File: src/hw/rtl/sixteen_bit_risc_cpu_step_assert.svh
// Assertion macros for the processor step block
`ifndef SIXTEEN_BIT_RISC_CPU_STEP_ASSERT_SVH
`define SIXTEEN_BIT_RISC_CPU_STEP_ASSERT_SVH

// antecedent holds -> consequent holds in the same cycle
`define SRCS_ASSERT_IMPL(label, clk, rst_n, ante, cons) \
    label: assert property (@(posedge clk) disable iff (!(rst_n)) (ante) |-> (cons)) \
        else $error("assertion failed");

// antecedent holds -> consequent holds in the next cycle
`define SRCS_ASSERT_NEXT(label, clk, rst_n, ante, cons) \
    label: assert property (@(posedge clk) disable iff (!(rst_n)) (ante) |=> (cons)) \
        else $error("assertion failed");

`endif

File: src/hw/rtl/srcs_pkg.sv
// Shared types and constants for the processor step block
`timescale 1ns / 1ps
package srcs_pkg;

    localparam logic [15:0] PC_RESET   = 16'h8200;
    localparam logic [15:0] USER_DATA  = 16'h2000;
    localparam logic [15:0] OS_CODE    = 16'h8000;
    localparam logic [15:0] OS_DATA    = 16'hA000;
    localparam logic [15:0] BYTE_MASK  = 16'h00FF;
    localparam int unsigned MEM_DEPTH  = 32768 * 2;
    localparam int unsigned MEM_AW     = $clog2(MEM_DEPTH);

    localparam logic KIND_LOAD = 1'b0;
    localparam logic KIND_STEP = 1'b1;

    localparam logic [3:0] OP_BR     = 4'h0;
    localparam logic [3:0] OP_ARITH  = 4'h1;
    localparam logic [3:0] OP_CMP    = 4'h2;
    localparam logic [3:0] OP_JSR    = 4'h4;
    localparam logic [3:0] OP_LOGIC  = 4'h5;
    localparam logic [3:0] OP_LDR    = 4'h6;
    localparam logic [3:0] OP_STR    = 4'h7;
    localparam logic [3:0] OP_RTI    = 4'h8;
    localparam logic [3:0] OP_CONST  = 4'h9;
    localparam logic [3:0] OP_SHIFT  = 4'hA;
    localparam logic [3:0] OP_JMP    = 4'hC;
    localparam logic [3:0] OP_HICON  = 4'hD;
    localparam logic [3:0] OP_TRAP   = 4'hF;

    localparam logic [2:0] NZP_N = 3'd4;
    localparam logic [2:0] NZP_Z = 3'd2;
    localparam logic [2:0] NZP_P = 3'd1;

    typedef struct packed {
        logic        kind;
        logic [15:0] load_address;
        logic [15:0] load_data;
    } t_in_item;

    typedef struct packed {
        logic        fault;
        logic [15:0] pc;
        logic [15:0] instruction;
        logic        reg_write;
        logic [2:0]  reg_number;
        logic [15:0] reg_value;
        logic        nzp_write;
        logic [2:0]  nzp_value;
        logic        data_access;
        logic        data_write;
        logic [15:0] data_address;
        logic [15:0] data_value;
    } t_out_item;

    typedef struct packed {
        logic clearing;
        logic halted;
    } t_core_status;

    typedef enum logic [2:0] {
        ST_CLEAR, ST_IDLE, ST_DECODE, ST_EXEC, ST_DIV, ST_LOADW, ST_COMMIT
    } t_core_state;

endpackage

File: src/hw/rtl/srcs_front.sv
// Front end: accepts input beats into a two-entry queue
`timescale 1ns / 1ps
module srcs_front import srcs_pkg::*; (
    input  logic         i_clk,
    input  logic         i_rst_n,
    input  logic         i_in_valid,
    output logic         o_in_stall,
    input  t_in_item     i_in_data,
    input  t_core_status i_status,
    output logic         o_q_valid,
    output t_in_item     o_q_data,
    input  logic         i_q_pop
);
    t_in_item   r_ent [0:1];
    logic       r_rd, r_wr;
    logic [1:0] r_cnt;
    logic       push, pop;

    assign o_in_stall = (r_cnt == 2'd2) || i_status.clearing;
    assign push       = i_in_valid && !o_in_stall;
    assign o_q_valid  = (r_cnt != 2'd0);
    assign pop        = i_q_pop && o_q_valid;
    assign o_q_data   = r_ent[r_rd];

    always_ff @(posedge i_clk) begin
        if (push) begin
            r_ent[r_wr] <= i_in_data;
        end
        if (!i_rst_n) begin
            r_rd  <= 1'b0;
            r_wr  <= 1'b0;
            r_cnt <= 2'd0;
        end else begin
            if (push) begin
                r_wr <= !r_wr;
            end
            if (pop) begin
                r_rd <= !r_rd;
            end
            r_cnt <= r_cnt + {1'b0, push} - {1'b0, pop};
        end
    end
endmodule

File: config.mk
export PLATFORM = sky130hd
export DESIGN_NAME = srcs_front
export DESIGN_NICKNAME = d
export VERILOG_FILES = /design/src/hw/rtl/sixteen_bit_risc_cpu_step_assert.svh /design/src/hw/rtl/srcs_pkg.sv /design/src/hw/rtl/srcs_front.sv
export SDC_FILE = /design/constraint.sdc
export NUM_CORES = 1
export LEC_CHECK = 0
export CAP_MARGIN = 20
export CORE_ASPECT_RATIO = 0.8
export CORE_MARGIN = 3
export CORE_UTILIZATION = 45
export CTS_BUF_LIST = sky130_fd_sc_hd__clkbuf_16
export DETAILED_ROUTE_END_ITERATION = 8
export DONT_BUFFER_PORTS = 1
export SLEW_MARGIN = 20
export SYNTH_ARGS = -nofsm -noshare
export SYNTH_HDL_FRONTEND = slang
export SYNTH_SLANG_ARGS = --single-unit
export TNS_END_PERCENT = 10
File: constraint.sdc
create_clock -name i_clk -period 2.45 [get_ports i_clk]
set_input_delay 0.1225 -clock i_clk [delete_from_list [all_inputs] [get_ports i_clk]]
set_output_delay 0.1225 -clock i_clk [all_outputs]
set_load 0.01 [all_outputs]
### Word level (Yosys, flattened, before mapping)

Memories as Yosys holds them, arrays and structs flattened. A register that Yosys moved wholly into a read port is not among the register bits.
Cells that the tools add are included.

| storage, ports and cells | value |
|---|---|
| register bits | 4 |
| RAM bits | 66 |
| output and inout port bits | 35 |
| word-level logic and storage cells | 18 |
| memories | 1 |

Memory list:

| name | depth | width | read ports | clocked after memory_dff | wr ports | line | source |
|---|---|---|---|---|---|---|---|
| r_ent | 2 | 33 | 1 | 1 | 1 | srcs_front.sv:14 | `t_in_item r_ent [0:1];` |

| operators by class | value |
|---|---|
| $add $sub $neg | 2 |
| equality and inequality tests | 1 |
| multiplexer cells | 4 |
| reduce and logical (&&, ||, !) cells | 7 |

Operators by type and width:

| cell | number |
|---|---|
| 1-bit two-way mux | 4 |
| 1-bit logical NOT | 3 |
| 2-bit by 1-bit adder with 2-bit output | 1 |
| 2-bit equality test (second input constant) | 1 |
| 1-bit logical AND | 2 |
| 2-bit nonzero test | 1 |
| 2-bit by 1-bit subtractor with 2-bit output | 1 |
| 1-bit logical OR | 1 |

### Depth between registers and ports, before layout

| logic depth | value |
|---|---|
| depth after elaboration | 6 |
| mapped depth | 8 |

### Worst setup path after synthesis

OpenSTA, ideal clock, no wires.

| path | value |
|---|---|
| kind | register to register |
| start | register r_cnt[0] |
| end | memory r_ent[0][0] (netlist bit), enable pin |
| library setup time | 423 ps |
| arrival | 2035 ps |
| setup slack | -8 ps |
| stages on the path, launching flop included | 4 |
| path buffers | 0 |
| clock period less this slack | 2458 ps |
| path through | dfxtp_1 nand2b_1 nand3b_1 nor2_1 |

| on the way | value |
|---|---|
| longest elaborated chain between the ends | 6 |

RTL lines:

| what | line | source |
|---|---|---|
| start: declaration | srcs_front.sv:16 | `logic [1:0] r_cnt;` |
| start signal: assignment | srcs_front.sv:40 | `r_cnt <= r_cnt + {1'b0, push} - {1'b0, pop};` |
| 2-bit equality test | srcs_front.sv:19 | `assign o_in_stall = (r_cnt == 2'd2) \|\| i_status.clearing;` |
| 1-bit logical OR | srcs_front.sv:19 |  |
| 1-bit logical NOT | srcs_front.sv:20 | `assign push = i_in_valid && !o_in_stall;` |
| 1-bit logical AND | srcs_front.sv:20 |  |
| 1-bit two-way mux | srcs_front.sv:26 | `if (push) begin` |
| 1-bit two-way mux (implied by the code) | srcs_front.sv:27 | `r_ent[r_wr] <= i_in_data;` |
| end: declaration | srcs_front.sv:14 |  |

Every way passes these cells.

### Final worst setup path

| path | value |
|---|---|
| start | register r_cnt[0] |
| end | register r_cnt[1] |

| on the way | value |
|---|---|
| longest elaborated chain between the ends | 6 |
| elaborated cells on any way between the ends | 8 |

RTL lines:

| what | line |
|---|---|
| 2-bit equality test | srcs_front.sv:19 |
| 1-bit logical OR | srcs_front.sv:19 |
| 1-bit logical NOT | srcs_front.sv:20 |
| 1-bit logical AND | srcs_front.sv:20 |
| 2-bit by 1-bit adder with 2-bit output | srcs_front.sv:40 |
| 2-bit by 1-bit subtractor with 2-bit output * | srcs_front.sv:40 |

Mark *: on every way between the ends. The rest lies on a longest branch, timed or not.
A chain may end at the register's enable or synchronous reset.

==> impl_results.md <==
- Sequential share of power: 0.473
- Nets: 214
- PortBufs: 0
- Register area share after synthesis: 0.749
- Ys Warns: 0
- Pwr dens: 923 nW/um^2
- Final Skew: 7.39 ps
- Crit Path Class: flip-flop to flip-flop
- Startpoint types: flip-flop
- Routed wire length per instance: 16.8 um
- Gp weighted congestion: 0.635
- Mapped Nets: 170
- Min-Delay Path Class: input pin to flip-flop
- Tcrit/Tclk final: 0.781
- Via/cell ratio: 4.83
- Routed Antenna Nets: 0
- Core box area: 5710 sq um
- Critical path data required time: 2660 ps
- Total clock sinks: 71
- CTS Root Cell: clkbuf_16
- Post_cts resized: 0
- Status: finished clean
- Cells after DPL: 206
- Layout cells sized above 1: 0.282
- Leak Pwr: 0.00125 uW
- Io pins: 74
- Crit end category: flip-flop
- CTS tree: built
- Post-Syn Instances: 129
- Post-CTS Setup Bufs: 0
- Hold WS: 167 ps
- Iter 0 DRT Violations: 51
- Peak VDD IR: 591 uV
- Crit-path max FO: 4
- Max incr delay on CP: 400 ps
- Slowest CP cell: ha_1
- Layout area overhead: 24.9%
- DP HPWL: 2760 um
- RSZ-0062 raised after global routing: no
- FP Rows: 24
- Setup-failing EPs final: 0
- Switching share of power: 0.239
- DIE AREA: 7160 sq um
- Vias in the first global route: 1236
- Width of the die: 93.9 um
- Crit path cell chain: nand2b_1 > nand3b_1 > ha_1 > inv_1 > ha_1 > xnor2_1 > xnor2_1 > and2_1
- CTS buffer count: 9
- Largest net degree at the start of global routing: 21
- Initial antenna violation count: 0
- Total congestion overflow: 0
- Layout fillers: 429
- Final max-slew violation count: 0
- Longest Clk Path Bufs: 2
- Int Power: 2440 uW
- Starting density of the core: 0.487
- CTS HTree Levels: 3
- Worst-Skew Late Latency: 320 ps
- CP arrival: 2130 ps
- Final Hold Fails: 0
- Sw power: 765 uW
- Fin cells: 255
- Clock power frac: 0.331
- Aggregate global-route resource usage: 0.128
- Post-layout min period: 1910 ps
- DR vias: 1231
- Global-route wire length before repair: 6570 um
- Initial DRT Pass Iterations: 3
- Antenna diodes: 0
- Chip height: 76.3 um
- Seq cells post-synth: 71
- Cell variety after synth: 18
- Clk slew on worst S/H paths: 50 ps
- Tightest Pin Transition: 572 ps
- Syn avg cell area: 21.6 sq um
- Number of remaining DRC errors: 0
- Post-Syn Area: 2780 sq um
- Maxcap violations: 0
- Peak Freq: 0.523 GHz
- Max_slew headroom: 0.619
- Comb power frac: 0.196
- WL final: 4290 um
- Hold_buf cts: 34
-- cell usage after synthesis --
cell      number  area share
edfxtp_1      66        0.71
nor2_1         2      0.0027
o21a_1         1      0.0027
or2_2          1      0.0023
dfxtp_1        5       0.036
mux2_2         3       0.012
nand2_1        2      0.0027
buf_6          1      0.0041
mux2i_1        1      0.0036
and2_1         2      0.0045
ha_1           2      0.0090
buf_12         3       0.022
xnor2_1        3      0.0095
nand2b_1       2      0.0045
nor2b_1        2      0.0045
nand3b_1       1      0.0027
mux2_4        30        0.16
inv_1          2      0.0027
-- sequential cells by signal, summed over array words and instances (netlist names), named ones only --
register	count
r_cnt	2
r_ent	66
r_rd	1
r_wr	1
-- layer usage --
metal / part of all wire / routed length, um / up-vias / track usage
met3: 0.092 / 396 / 7 / 0.0721
met5: 0 / 0 / - / 0
met2: 0.49 / 2090 / 56 / 0.196
li1: - / - / 582 / -
met4: 0.020 / 86 / 0 / 0.0736
met1: 0.40 / 1720 / 586 / 0.138
-- power by group through the flow --
| stage | logic (uW) | registers [uW] | clock network [uW] |
|---|---|---|---|
| 2_1_floorplan | 588 | 1490 | 0 |
| 6_report | 628 | 1520 | 1060 |
| 4_1_cts | 641 | 1520 | 1090 |
| 3_5_place_dp | 587 | 1540 | 0 |
| 3_3_place_gp | 573 | 1540 | 0 |
| 5_1_grt | 670 | 1530 | 1150 |
-- placed cells by master (no fill, tap or decap), drive strengths merged --
cell type,synthesis,layout
nand3b,1,1
clkinv,0,2
nor2b,2,2
mux2,33,33
buf,4,3
nand2b,2,2
or2,1,1
inv,2,6
dfxtp,5,5
xnor2,3,3
ha,2,2
nand2,2,2
nor2,2,2
dlygate4sd3,0,34
and2,2,2
o21a,1,1
edfxtp,66,66
clkbuf,0,9
mux2i,1,1
-- stage by stage --
step	area, sq um	power (uW)	util	setup slack (ps)	setup TNS [ps]
after global placement	2880	2110	0.505	648	0
after detailed placement	2880	2130	0.505	544	0
after floorplan	2780	2080	-	-8.44	-557
after global routing	3470	3350	0.609	449	0
after CTS	3470	3260	0.609	532	0
final	3470	3200	0.609	538	0
-- cells by family after synthesis --
| family | Yosys count | synth area share |
|---|---|---|
| flip-flops | 71 | 0.749 |
| buffers and inverters | 6 | 0.0284 |
| AO/OA/AOI/OAI | 1 | 0.00270 |
| AND/OR/NAND/NOR | 12 | 0.0239 |
| multiplexers | 34 | 0.178 |
| XOR/XNOR | 3 | 0.00945 |
| adder cells (fa/ha/maj) | 2 | 0.00900 |
-- final timing paths --
check | cells after the start | startpoint | slack, ps | endpoint
worst max register to register | 8 | r_cnt[0]$_SDFF_PN0_ | 540 | r_cnt[1]$_SDFF_PN0_
worst min-delay path | 3 | i_q_pop | 170 | flip-flop
worst min register to register | 2 | r_wr$_SDFFE_PN0P_ | 510 | r_wr$_SDFFE_PN0P_
worst max-delay path | 8 | r_cnt[0]$_SDFF_PN0_ | 540 | r_cnt[1]$_SDFF_PN0_
-- area by class of cell --
class / instances / area, sq um / share of cell area
Tap cell: 78 / 97.6 / 0.0281
Multi-Input combinational cell: 52 / 634 / 0.183
Sequential cell: 71 / 2080 / 0.600
Clock buffer: 9 / 225 / 0.0649
Inverter: 2 / 7.51 / 0.00216
Clock inverter: 6 / 23.8 / 0.00685
Timing Repair Buffer: 37 / 400 / 0.115
-- critical path, delay by kind of cell, from the launching register on --
family	cells	cell delay, ps
DFF	1	360
and+or+nand+nor	3	560
adders and majority gates	2	580
buffers and inverters	1	40
xor gates and xnor gates	2	250
Note: power is estimated with default switching activity, not from simulation.
